$ cat config.mk
export PLATFORM = sky130hd
export DESIGN_NAME = fir_filter_q15_flat
export DESIGN_NICKNAME = d
export VERILOG_FILES = /design/src/rtl/core/fir_pkg.sv /design/src/rtl/core/fir_if.sv /design/src/rtl/core/fir_ram.sv /design/src/rtl/core/fir_ctrl.sv /design/src/rtl/core/fir_mac.sv /design/src/rtl/core/fir_filter_q15.sv /design/src/flat_wrapper.sv
export SDC_FILE = /design/constraint.sdc
export NUM_CORES = 2
export LEC_CHECK = 0
export ABC_AREA = 1
export BUFFER_PORTS_ARGS = -buffer_cell sky130_fd_sc_hd__buf_2
export CAP_MARGIN = 10
export CORE_ASPECT_RATIO = 1.1
export CORE_MARGIN = 2
export CORE_UTILIZATION = 50
export CTS_BUF_LIST = sky130_fd_sc_hd__clkbuf_16
export DETAILED_ROUTE_END_ITERATION = 16
export GPL_ROUTABILITY_DRIVEN = 0
export GPL_TIMING_DRIVEN = 0
export PLACE_DENSITY_LB_ADDON = 0.1
export SKIP_CTS_REPAIR_TIMING = 1
export SYNTH_ARGS = -nofsm -noshare
export SYNTH_HDL_FRONTEND = slang
export SYNTH_HIERARCHICAL = 1
export SYNTH_SLANG_ARGS = --single-unit
$ cat constraint.sdc
create_clock -name clk -period 7.15 [get_ports clk]
set_input_delay 0 -clock clk [delete_from_list [all_inputs] [get_ports clk]]
set_output_delay 0 -clock clk [all_outputs]
set_load 0.01 [all_outputs]
$ cat src/rtl/core/fir_pkg.sv
// Shared types and constants for the Q1.15 FIR filter.
package fir_pkg;

    localparam int TAPS_DEF = 32;
    localparam int SAMPLE_W = 16;
    localparam int ACC_W    = 32;
    localparam int SHIFT_W  = 5;
    localparam int IDX_W    = 5;

    // Wide enough to hold any tap index and the largest tap count
    localparam int CMP_W = 9;

    localparam logic FUNC_FILTER = 1'b0;
    localparam logic FUNC_LOAD   = 1'b1;

    localparam logic [SHIFT_W-1:0] FRAC_SHIFT_RST = 5'd15;

    // Per-tap control sent from the sequencer to the multiply-accumulate unit
    typedef struct packed {
        logic issue;   // reads for one tap issued this cycle
        logic first;   // tap 0: restart the sum
        logic last;    // final tap of the sample
        logic live;    // both delay entry and coefficient hold written data
    } mac_ctl_t;

endpackage

$ cat src/rtl/core/fir_if.sv
// Request channels of the FIR filter: sample/coefficient in, filtered sample out.
interface fir_in_if import fir_pkg::*; ();
    logic                       valid;
    logic                       ready;
    logic                       func;
    logic        [IDX_W-1:0]    tap_index;
    logic signed [SAMPLE_W-1:0] sample_value;

    modport source (output valid, output func, output tap_index, output sample_value,
                    input ready);
    modport sink   (input valid, input func, input tap_index, input sample_value,
                    output ready);
endinterface

interface fir_out_if import fir_pkg::*; ();
    logic                       valid;
    logic                       ready;
    logic signed [SAMPLE_W-1:0] filtered_sample;

    modport source (output valid, output filtered_sample, input ready);
    modport sink   (input valid, input filtered_sample, output ready);
endinterface

$ cat src/rtl/core/fir_ram.sv
// Generic single-port-write, single-port-read RAM with registered read data.
module fir_ram #(
    parameter int WIDTH  = 16,
    parameter int DEPTH  = 32,
    parameter int ADDR_W = (DEPTH > 1) ? $clog2(DEPTH) : 1
) (
    input  logic              clk,
    input  logic              we,
    input  logic [ADDR_W-1:0] waddr,
    input  logic [WIDTH-1:0]  wdata,
    input  logic [ADDR_W-1:0] raddr,
    output logic [WIDTH-1:0]  rdata
);

    logic [WIDTH-1:0] mem [DEPTH];
    logic [WIDTH-1:0] rdata_reg;

    always_ff @(posedge clk)
    begin
        if (we)
        begin
            mem[waddr] <= wdata;
        end
        rdata_reg <= mem[raddr];
    end

    assign rdata = rdata_reg;

endmodule

$ cat src/rtl/core/fir_ctrl.sv
// Sequencer: request intake, delay-line pointers, tap loop and result register.
module fir_ctrl import fir_pkg::*; #(
    parameter int TAPS = TAPS_DEF,
    parameter int AW   = (TAPS > 1) ? $clog2(TAPS) : 1,
    parameter int CW   = $clog2(TAPS + 1)
) (
    input  logic                       clk,
    input  logic                       rst_n,
    fir_in_if.sink                     samples,
    fir_out_if.source                  results,
    output logic                       dl_we,
    output logic        [AW-1:0]       dl_waddr,
    output logic signed [SAMPLE_W-1:0] dl_wdata,
    output logic        [AW-1:0]       dl_raddr,
    output logic                       cf_we,
    output logic        [AW-1:0]       cf_waddr,
    output logic signed [SAMPLE_W-1:0] cf_wdata,
    output logic        [AW-1:0]       cf_raddr,
    output mac_ctl_t                   ctl,
    input  logic                       sum_done,
    input  logic signed [SAMPLE_W-1:0] sum_q15
);

    localparam logic [1:0] ST_IDLE = 2'd0;
    localparam logic [1:0] ST_RUN  = 2'd1;
    localparam logic [1:0] ST_WAIT = 2'd2;
    localparam logic [1:0] ST_DONE = 2'd3;

    localparam logic [AW-1:0] LAST_TAP = AW'(TAPS - 1);
    localparam logic [CW-1:0] FULL     = CW'(TAPS);

    logic [1:0]                 state_reg, state_next;
    logic [AW-1:0]              head_reg, head_next;
    logic [AW-1:0]              rd_reg, rd_next;
    logic [AW-1:0]              tap_reg, tap_next;
    logic [CW-1:0]              fill_reg, fill_next;
    logic [TAPS-1:0]            cvalid_reg, cvalid_next;
    logic                       out_valid_reg, out_valid_next;
    logic signed [SAMPLE_W-1:0] out_data_reg, out_data_next;

    logic             accept;
    logic             start;
    logic [CMP_W-1:0] idx_wide;
    logic             is_last;

    assign samples.ready = (state_reg == ST_IDLE);
    assign accept        = samples.valid && samples.ready;
    assign start         = accept && (samples.func == FUNC_FILTER);
    assign idx_wide      = {{(CMP_W-IDX_W){1'b0}}, samples.tap_index};

    // Coefficient write; drop indexes beyond the table
    assign cf_we    = accept && (samples.func == FUNC_LOAD) && (idx_wide < CMP_W'(TAPS));
    assign cf_waddr = idx_wide[AW-1:0];
    assign cf_wdata = samples.sample_value;

    // New sample goes to the head of the circular delay line
    assign dl_we    = start;
    assign dl_waddr = head_reg;
    assign dl_wdata = samples.sample_value;

    assign dl_raddr = rd_reg;
    assign cf_raddr = tap_reg;
    assign is_last  = (tap_reg == LAST_TAP);

    always_comb
    begin
        ctl.issue = (state_reg == ST_RUN);
        ctl.first = (tap_reg == '0);
        ctl.last  = is_last;
        ctl.live  = cvalid_reg[tap_reg] && (CW'(tap_reg) < fill_reg);
    end

    assign results.valid           = out_valid_reg;
    assign results.filtered_sample = out_data_reg;

    always_comb
    begin
        state_next     = state_reg;
        head_next      = head_reg;
        rd_next        = rd_reg;
        tap_next       = tap_reg;
        fill_next      = fill_reg;
        cvalid_next    = cvalid_reg;
        out_valid_next = out_valid_reg && !results.ready;
        out_data_next  = out_data_reg;

        if (cf_we)
        begin
            cvalid_next[cf_waddr] = 1'b1;
        end

        unique case (state_reg)
            ST_IDLE:
            begin
                if (start)
                begin
                    rd_next   = head_reg;
                    tap_next  = '0;
                    head_next = (head_reg == LAST_TAP) ? '0 : head_reg + 1'b1;
                    if (fill_reg != FULL)
                    begin
                        fill_next = fill_reg + 1'b1;
                    end
                    state_next = ST_RUN;
                end
            end
            ST_RUN:
            begin
                // Walk back through the delay line, oldest sample last
                rd_next  = (rd_reg == '0) ? LAST_TAP : rd_reg - 1'b1;
                tap_next = tap_reg + 1'b1;
                if (is_last)
                begin
                    state_next = ST_WAIT;
                end
            end
            ST_WAIT:
            begin
                if (sum_done)
                begin
                    state_next = ST_DONE;
                end
            end
            ST_DONE:
            begin
                if (!out_valid_reg || results.ready)
                begin
                    out_valid_next = 1'b1;
                    out_data_next  = sum_q15;
                    state_next     = ST_IDLE;
                end
            end
            default:
            begin
                state_next = ST_IDLE;
            end
        endcase
    end

    always_ff @(posedge clk or negedge rst_n)
    begin
        if (!rst_n)
        begin
            state_reg     <= ST_IDLE;
            head_reg      <= '0;
            rd_reg        <= '0;
            tap_reg       <= '0;
            fill_reg      <= '0;
            cvalid_reg    <= '0;
            out_valid_reg <= 1'b0;
        end
        else
        begin
            state_reg     <= state_next;
            head_reg      <= head_next;
            rd_reg        <= rd_next;
            tap_reg       <= tap_next;
            fill_reg      <= fill_next;
            cvalid_reg    <= cvalid_next;
            out_valid_reg <= out_valid_next;
        end
    end

    always_ff @(posedge clk)
    begin
        out_data_reg <= out_data_next;
    end

endmodule

$ cat src/rtl/core/fir_mac.sv
// Multiply-accumulate unit with the fraction-shift register and output scaling.
module fir_mac import fir_pkg::*; (
    input  logic                       clk,
    input  logic                       rst_n,
    input  logic                       cfg_wr_en,
    input  logic        [SHIFT_W-1:0]  cfg_wr_data,
    input  mac_ctl_t                   ctl,
    input  logic signed [SAMPLE_W-1:0] dl_rdata,
    input  logic signed [SAMPLE_W-1:0] cf_rdata,
    output logic                       sum_done,
    output logic signed [SAMPLE_W-1:0] sum_q15
);

    mac_ctl_t                ctl_d1_reg;
    logic                    pv_reg, pfirst_reg, plast_reg;
    logic signed [ACC_W-1:0] prod_reg, prod_next;
    logic signed [ACC_W-1:0] acc_reg, acc_next;
    logic                    done_reg;
    logic [SHIFT_W-1:0]      shift_reg;
    logic signed [ACC_W-1:0] shifted;

    // Zero the term when either operand was never written since reset
    always_comb
    begin
        if (ctl_d1_reg.live)
        begin
            prod_next = dl_rdata * cf_rdata;
        end
        else
        begin
            prod_next = '0;
        end
    end

    // Sum wraps modulo 2^32
    always_comb
    begin
        acc_next = acc_reg;
        if (pv_reg)
        begin
            acc_next = pfirst_reg ? prod_reg : acc_reg + prod_reg;
        end
    end

    assign shifted  = acc_reg >>> shift_reg;
    assign sum_q15  = shifted[SAMPLE_W-1:0];
    assign sum_done = done_reg;

    always_ff @(posedge clk or negedge rst_n)
    begin
        if (!rst_n)
        begin
            ctl_d1_reg <= '0;
            pv_reg     <= 1'b0;
            pfirst_reg <= 1'b0;
            plast_reg  <= 1'b0;
            done_reg   <= 1'b0;
            shift_reg  <= FRAC_SHIFT_RST;
        end
        else
        begin
            ctl_d1_reg <= ctl;
            pv_reg     <= ctl_d1_reg.issue;
            pfirst_reg <= ctl_d1_reg.first;
            plast_reg  <= ctl_d1_reg.last;
            done_reg   <= pv_reg && plast_reg;
            if (cfg_wr_en)
            begin
                shift_reg <= cfg_wr_data;
            end
        end
    end

    always_ff @(posedge clk)
    begin
        prod_reg <= prod_next;
        acc_reg  <= acc_next;
    end

endmodule

$ cat src/rtl/core/fir_filter_q15.sv
// A sample request is accepted only while the sequencer is idle, and the next request waits
// until the result of the last is registered; the single shared multiply-accumulate
// reads one delay entry and one coefficient from the two RAMs per cycle.
// Coefficient loads produce no result.
// Reset: rst_n, asynchronous active low; clears delay-line fill count, coefficient
// valid bits and sets frac_shift to 15, so every tap reads as zero until written.
module fir_filter_q15 import fir_pkg::*; #(
    parameter int TAPS = TAPS_DEF
) (
    input  logic               clk,
    input  logic               rst_n,
    fir_in_if.sink             samples,
    fir_out_if.source          results,
    input  logic               cfg_wr_en,
    input  logic [SHIFT_W-1:0] cfg_wr_data
);

    localparam int AW = (TAPS > 1) ? $clog2(TAPS) : 1;
    localparam int CW = $clog2(TAPS + 1);

    // Delay-line RAM port signals (circular buffer, head advances per sample)
    logic                       dl_we;
    logic        [AW-1:0]       dl_waddr;
    logic signed [SAMPLE_W-1:0] dl_wdata;
    logic        [AW-1:0]       dl_raddr;
    logic signed [SAMPLE_W-1:0] dl_rdata;

    // Coefficient RAM port signals
    logic                       cf_we;
    logic        [AW-1:0]       cf_waddr;
    logic signed [SAMPLE_W-1:0] cf_wdata;
    logic        [AW-1:0]       cf_raddr;
    logic signed [SAMPLE_W-1:0] cf_rdata;

    mac_ctl_t                   ctl;
    logic                       sum_done;
    logic signed [SAMPLE_W-1:0] sum_q15;

    // Sequence requests: write the sample, step one tap per cycle, hold the result
    fir_ctrl #(
        .TAPS (TAPS),
        .AW   (AW),
        .CW   (CW)
    ) u_ctrl (
        .clk      (clk),
        .rst_n    (rst_n),
        .samples  (samples),
        .results  (results),
        .dl_we    (dl_we),
        .dl_waddr (dl_waddr),
        .dl_wdata (dl_wdata),
        .dl_raddr (dl_raddr),
        .cf_we    (cf_we),
        .cf_waddr (cf_waddr),
        .cf_wdata (cf_wdata),
        .cf_raddr (cf_raddr),
        .ctl      (ctl),
        .sum_done (sum_done),
        .sum_q15  (sum_q15)
    );

    // Hold the delay line; the newest sample lands at the head pointer
    fir_ram #(
        .WIDTH  (SAMPLE_W),
        .DEPTH  (TAPS),
        .ADDR_W (AW)
    ) u_delay_ram (
        .clk   (clk),
        .we    (dl_we),
        .waddr (dl_waddr),
        .wdata (dl_wdata),
        .raddr (dl_raddr),
        .rdata (dl_rdata)
    );

    // Hold the coefficient table, indexed by tap number
    fir_ram #(
        .WIDTH  (SAMPLE_W),
        .DEPTH  (TAPS),
        .ADDR_W (AW)
    ) u_coef_ram (
        .clk   (clk),
        .we    (cf_we),
        .waddr (cf_waddr),
        .wdata (cf_wdata),
        .raddr (cf_raddr),
        .rdata (cf_rdata)
    );

    // Multiply, accumulate with 32-bit wrap, then shift right by frac_shift
    fir_mac u_mac (
        .clk         (clk),
        .rst_n       (rst_n),
        .cfg_wr_en   (cfg_wr_en),
        .cfg_wr_data (cfg_wr_data),
        .ctl         (ctl),
        .dl_rdata    (dl_rdata),
        .cf_rdata    (cf_rdata),
        .sum_done    (sum_done),
        .sum_q15     (sum_q15)
    );

endmodule

$ cat src/flat_wrapper.sv
// flat-port wrapper written by rule: the top's interface ports become plain ports
module fir_filter_q15_flat import fir_pkg::*;
#(
    parameter int TAPS = TAPS_DEF
)
  (clk, rst_n, cfg_wr_en, cfg_wr_data, samples_valid, samples_func, samples_tap_index, samples_sample_value, samples_ready, results_valid, results_filtered_sample, results_ready);
  fir_in_if samples_i ();
  fir_out_if results_i ();
  input  logic clk;
  input  logic rst_n;
  input  logic cfg_wr_en;
  input  logic [SHIFT_W-1:0] cfg_wr_data;
  input wire logic [$bits(samples_i.valid)-1:0] samples_valid;
  input wire logic [$bits(samples_i.func)-1:0] samples_func;
  input wire logic [$bits(samples_i.tap_index)-1:0] samples_tap_index;
  input wire logic [$bits(samples_i.sample_value)-1:0] samples_sample_value;
  output wire logic [$bits(samples_i.ready)-1:0] samples_ready;
  output wire logic [$bits(results_i.valid)-1:0] results_valid;
  output wire logic [$bits(results_i.filtered_sample)-1:0] results_filtered_sample;
  input wire logic [$bits(results_i.ready)-1:0] results_ready;
  assign samples_i.valid = samples_valid;
  assign samples_i.func = samples_func;
  assign samples_i.tap_index = samples_tap_index;
  assign samples_i.sample_value = samples_sample_value;
  assign samples_ready = samples_i.ready;
  assign results_valid = results_i.valid;
  assign results_filtered_sample = results_i.filtered_sample;
  assign results_i.ready = results_ready;
  fir_filter_q15 #(.TAPS(TAPS)) u_core (.clk(clk), .rst_n(rst_n), .samples(samples_i), .results(results_i), .cfg_wr_en(cfg_wr_en), .cfg_wr_data(cfg_wr_data));
endmodule
# Yosys cells after proc, flatten, opt, wreduce, memory -nomap -nowiden
# Memory sizes are Yosys's and may differ from the RTL's. A register that Yosys moved wholly into a read port is not among the register bits.
# Cells that the tools add are included.
[totals] ramBits=1024 register_bits=149 mem_count=2 elab_cells=87 inputBits=32 out_inout_bits=18
[memory_table] name="u_core.u_coef_ram.mem" words=32 width=16 read_ports=1 rd_ports_with_merged_regs=1 write_ports=1 line="fir_ram.sv:15" source="logic [WIDTH-1:0] mem [DEPTH];"
[memory_table] name="u_core.u_delay_ram.mem" words=32 width=16 read_ports=1 rd_ports_with_merged_regs=1 write_ports=1 line="fir_ram.sv:15"
[op_classes] bitwise=2 multipliers=1 shifts=1 n_reduce_logical=20 muxes=22 eq_ne=10 n_lt_le_gt_ge=5 add_sub_neg=5
[op_table] cell="32-bit adder" count=1
[op_table] cell="16-bit by 16-bit multiplier with 32-bit output" count=1
[op_table] cell="32-bit two-way mux" count=1
[op_table] cell="32-bit OR" count=1
[op_table] cell="32-bit by 5-bit >>> shifter with 16-bit output" count=1
[op_table] cell="5-bit two-way mux" count=4
[op_table] cell="5-bit case mux with 2 select lines" count=2
[op_table] cell="5-bit by 6-bit less-than comparator with 1-bit output, second input constant" count=3
[op_table] cell="5-bit by 1-bit adder with 5-bit output, second input constant" count=2
[op_table] cell="5-bit equality test, second input constant" count=2
[op_table] cell="5-bit logical NOT" count=2
[op_table] cell="1-bit logical AND" count=8
[op_table] cell="1-bit two-way mux" count=8
[op_table] cell="2-bit two-way mux" count=4
[op_table] cell="2-bit case mux with 4 select lines" count=1
[op_table] cell="6-bit by 1-bit adder with 6-bit output, second input constant" count=1
[op_table] cell="5-bit by 6-bit less-than comparator with 1-bit output" count=1
[op_table] cell="6-bit != test, second input constant" count=1
[op_table] cell="2-bit AND reduction" count=3
[op_table] cell="1-bit binary-select mux with 5-bit select" count=1
[op_table] cell="1-bit demux with 5-bit select" count=1
[op_table] cell="5-bit by 1-bit >= comparator with 1-bit output, second input constant" count=1
[op_table] cell="5-bit by 1-bit subtractor with 5-bit output, second input constant" count=1
[op_table] cell="2-bit equality test, second input constant" count=2
[op_table] cell="other kinds (10)" count=13

# Longest topological paths before layout
[depth] word_depth=6 mapped_depth=26 mapped_depth_nobuf=24

# Modules after synthesis
# Netlist, hierarchy kept.
[by_module_without_submodules] module="fir_ram" seq_area_each_um2=15695.1 cells_per_inst=1794 area_per_inst_um2=21301.7 n_inst=2
[by_module_without_submodules] module="fir_mac" seq_area_each_um2=1931.9 cells_per_inst=2470 area_per_inst_um2=16978.8 n_inst=1
[by_module_without_submodules] module="fir_ctrl" seq_area_each_um2=1881.8 cells_per_inst=418 area_per_inst_um2=3819.9 n_inst=1

# Worst setup path before layout
# OpenSTA, ideal clock, no wires.
[synth_timing] kind="register to register" from="reg u_core.u_coef_ram.rdata_reg[6], in the netlist u_core/u_coef_ram/rdata[6], read port of u_core.u_coef_ram.mem" to="reg u_core.u_mac.prod_reg[30]" setup_time_ps=115 required_ps=7035 period_less_slack_ps=5429 slack_ps=1721 path_buffers=2 path_stages_with_launch=21 t_arrival_ps=5315 cell_sequence="dfxtp_1 -> clkbuf_1 -> clkbuf_1 -> nand2_1 -> fa_1 -> inv_1 -> fa_1 -> inv_1 -> fa_1 -> fa_1 -> inv_1 -> fa_1 -> fa_1 -> ha_1 -> nand2_1 -> nor3_1 -> and2_1 -> and2_1 -> nand2_1 -> a21oi_1 -> nor2_1"
[synth_via] elab_chain_len=1
[synth_rtl] element="from (decl)" line="fir_ram.sv:16" source="logic [WIDTH-1:0] rdata_reg;"
[synth_rtl] element="16-bit by 16-bit multiplier with 32-bit output" line="fir_mac.sv:27" source="prod_next = dl_rdata * cf_rdata;"
[synth_rtl] element="to (signal assigned)" line="fir_mac.sv:76" source="prod_reg <= prod_next;"
[synth_rtl] element="to (decl)" line="fir_mac.sv:16" source="logic signed [ACC_W-1:0] prod_reg, prod_next;"
# No other way between the ends.
# A chain may end at the register's enable or synchronous reset.

# Worst setup path after layout
[layout_timing] from="reg u_core.u_coef_ram.rdata_reg[3], in the netlist u_core/u_coef_ram/rdata[3], read port of u_core.u_coef_ram.mem" to="reg u_core.u_mac.prod_reg[31]"
# The elaborated chain is that of the path after synthesis.

==> impl_metrics.ini <==
[logic_synthesis]
synthArstFlopShare = 0.0573
dominantRegCellSynth = edfxtp_1
yosys_warnings = 6
yosys_register_bits = 1205
netlist-cell-type-count = 52
avgSynthCellArea_um2 = 9.79
seq_area_frac_synth = 0.555
syn_area_um2 = 63400
syn_nets = 6901
synth_edf_count = 1072
netlist_instances = 6476

[floorplan]
dieArea_um2 = 130000
core_um2 = 126000
die_x_um = 344
io_pins = 50
die_h_um = 377
start_util = 0.502
rows = 137

[place]
post-dp-hpwl_um = 131000
dp_slack_ns = 0.696
port_buffers = 32

[setup_path]
path_cells = clkbuf_1, clkbuf_1, nand2_1, inv_1, fa_1, fa_1, fa_1, fa_1, fa_1, inv_1, fa_1, inv_1, ha_1, nand2_1, nor2_1, inv_1, nor2_1, and2_1, nand2_1, nand2_1, nor2_1, nor2_1
cp-end-kind = flop
worstPathArrival_ns = 7.16
cpMaxStageDelayCell = fa_1
crit_required_ns = 7.80
cpPeakStageDelay_ns = 0.84
r2r_slack_ns = 0.64
r2r-start = u_core/u_coef_ram/rdata[3]
critical_path_class = flop to flop
r2r-end = u_core/u_mac/prod_reg[31]
cp-start-kind = flop
r2r_cells = 22
crit_path_max_fanout = 10
cp_common_cell = fa_1

[clock_tree]
cts_tree = built
root_buffer = clkbuf_16
h-tree-depth = 3
clk_latency_ns = 0.77
cts_buffer_depth = 3
clk_pin_slew_worst_paths_ns = 0.06
cts-buffers-inserted = 118
cts_sinks = 1205

[global_route]
gr-total-overflow = 0
grt_pass1_wl_um = 277000
antenna_found_initial = 2
grt_max_degree = 64
track_usage = 0.288
grt_pass1_vias = 45500

[detailed_routing]
vias = 46300
ant_nets = 0
wirelength_um = 185000
wl_per_cell_um = 21.7
dr.pass1.iters = 6
drt_iter0_markers = 3963
drc = 0
vias_per_cell = 5.44

[timing]
hold_viol = 0
slew_violations = 0
finalCriticalPeriod_ns = 6.51
worst_slack_ns = 0.640
worst_pin_slew_ns = 1.06
setup_tns_ns = 0
fin_crit_sh = 0.911
setup_viol = 0
skew_ns = 0.0919
fmax_ghz = 0.154
relSlewSlack = 0.294
rsz0062_at_grt = false

[finish]
utilization = 0.563
layout-drive-gt1-share = 0.0884
area_growth_pct = 12.2
finalNetCount = 7160
reg_top3 = u_core/u_coef_ram/mem (512), u_core/u_delay_ram/mem (512)
fill_cells = 11100

[hold_path]
worstHoldEndpoint = u_core/u_ctrl/results.valid
worstHoldStart = results_ready
min_path_cells = 5
hold_path_class = input pin to flop

[run]
maxCapViolCount = 0

[run_status]
status = completed
critical path, delay by kind of cell (launching register included):
kind,cells,cell delay [ns]
DFF,1,0.31
buffers and inverters,6,1.24
adders and majority gates,7,3.76
and+or+nand+nor,9,1.15
synthesized netlist by cell type (6+ instances only):
master	number	area [um2]
o21bai_1	8	60.1
xnor2_1	8	70.1
ha_1	130	1630
o21ai_1	45	225
inv_2	9	33.8
buf_6	49	552
or2_2	20	125
o211ai_1	21	158
nor2_1	188	706
buf_2	79	395
buf_1	11	41.3
dfxtp_1	64	1280
edfxtp_1	1072	32200
nand3b_1	11	82.6
xor2_1	13	114
a21oi_1	88	440
buf_4	97	728
and2_1	6	37.5
nor3_1	18	90.1
or2_1	6	37.5
inv_1	684	2570
fa_1	263	5270
nand3_1	956	4780
clkbuf_1	112	420
nand4_1	18	113
nand2_1	2295	8610
dfrtp_1	65	1630
o21ai_2	12	105
o21ai_0	82	410
cell families after synthesis:
| kind of cell | share of synthesized area |
|---|---|
| AO/OA/AOI/OAI | 0.0246 |
| multiplexers | 0.000474 |
| XOR/XNOR | 0.00290 |
| adder cells (fa/ha/maj) | 0.109 |
| buffers and inverters | 0.0764 |
| flip-flops | 0.555 |
| AND/OR/NAND/NOR | 0.232 |
through the flow:
step	hold WS [ns]	instance area, um2	instances
global placement	0.226	65600	8176
detailed placement	-0.150	66900	8235
finish	0.0965	71200	8505
global route	0.0975	71100	8503
floorplan	-0.296	63400	6476
CTS	-0.952	70700	8455
area by class of cell:
| class | instances | area, um2 | area share |
|---|---|---|---|
| flip-flops and latches | 1205 | 35200 | 0.495 |
| multi-input cells | 4221 | 23500 | 0.330 |
| clock buffers | 125 | 3130 | 0.0440 |
| inverters | 698 | 2640 | 0.0370 |
| plain buffers | 352 | 2210 | 0.0310 |
| well taps | 1668 | 2090 | 0.0293 |
| repair buffers | 139 | 1710 | 0.0241 |
| clock inverters | 95 | 656 | 0.00921 |
| diodes | 2 | 5.00 | 0.0000703 |
placed cells by master, fill, tap and decap left out, types with 33 or more instances in the layout:
| cell | netlist | layout |
|---|---|---|
| edfxtp_1 | 1072 | 1072 |
| nand3_1 | 956 | 956 |
| nor2_2 | 2 | 64 |
| clkinv_1 | 2 | 33 |
| buf_4 | 97 | 100 |
| o21ai_1 | 45 | 45 |
| nand2_1 | 2295 | 2295 |
| a21oi_1 | 88 | 87 |
| dfrtp_1 | 65 | 64 |
| buf_8 | 2 | 43 |
| buf_6 | 49 | 49 |
| dlygate4sd3_1 | 0 | 48 |
| nor2_1 | 188 | 126 |
| fa_1 | 263 | 263 |
| buf_2 | 79 | 110 |
| dfxtp_1 | 64 | 64 |
| clkbuf_1 | 112 | 112 |
| inv_1 | 684 | 709 |
| ha_1 | 130 | 130 |
| clkbuf_16 | 0 | 125 |
| o21ai_0 | 82 | 82 |
routing by layer:
metal	up-vias	share of wire	GRT usage
li1	21700	-	-
met1	22500	0.42	0.385
met5	-	0.000070	0
met4	2	0.046	0.125
met2	1652	0.47	0.468
met3	386	0.068	0.0405
worst max path at each step:
stage | startpoint | endpoint | slack [ns]
finish | u_core/u_coef_ram/rdata[3] | u_core/u_mac/prod_reg[31] | 0.64
global route | u_core/u_coef_ram/rdata[3] | u_core/u_mac/prod_reg[31] | 0.24
CTS | u_core/u_coef_ram/rdata[3] | u_core/u_mac/prod_reg[31] | 0.72
detailed placement | u_core/u_coef_ram/rdata[3] | u_core/u_mac/prod_reg[31] | 0.70
global placement | u_core/u_coef_ram/rdata[3] | u_core/u_mac/prod_reg[31] | 0.69
floorplan | u_core/u_coef_ram/rdata[6] | u_core/u_mac/prod_reg[30] | 1.72
Power is left out: the tool's default activity adds up to more than one toggle a clock period on the data nets, which glitch-free logic cannot reach.
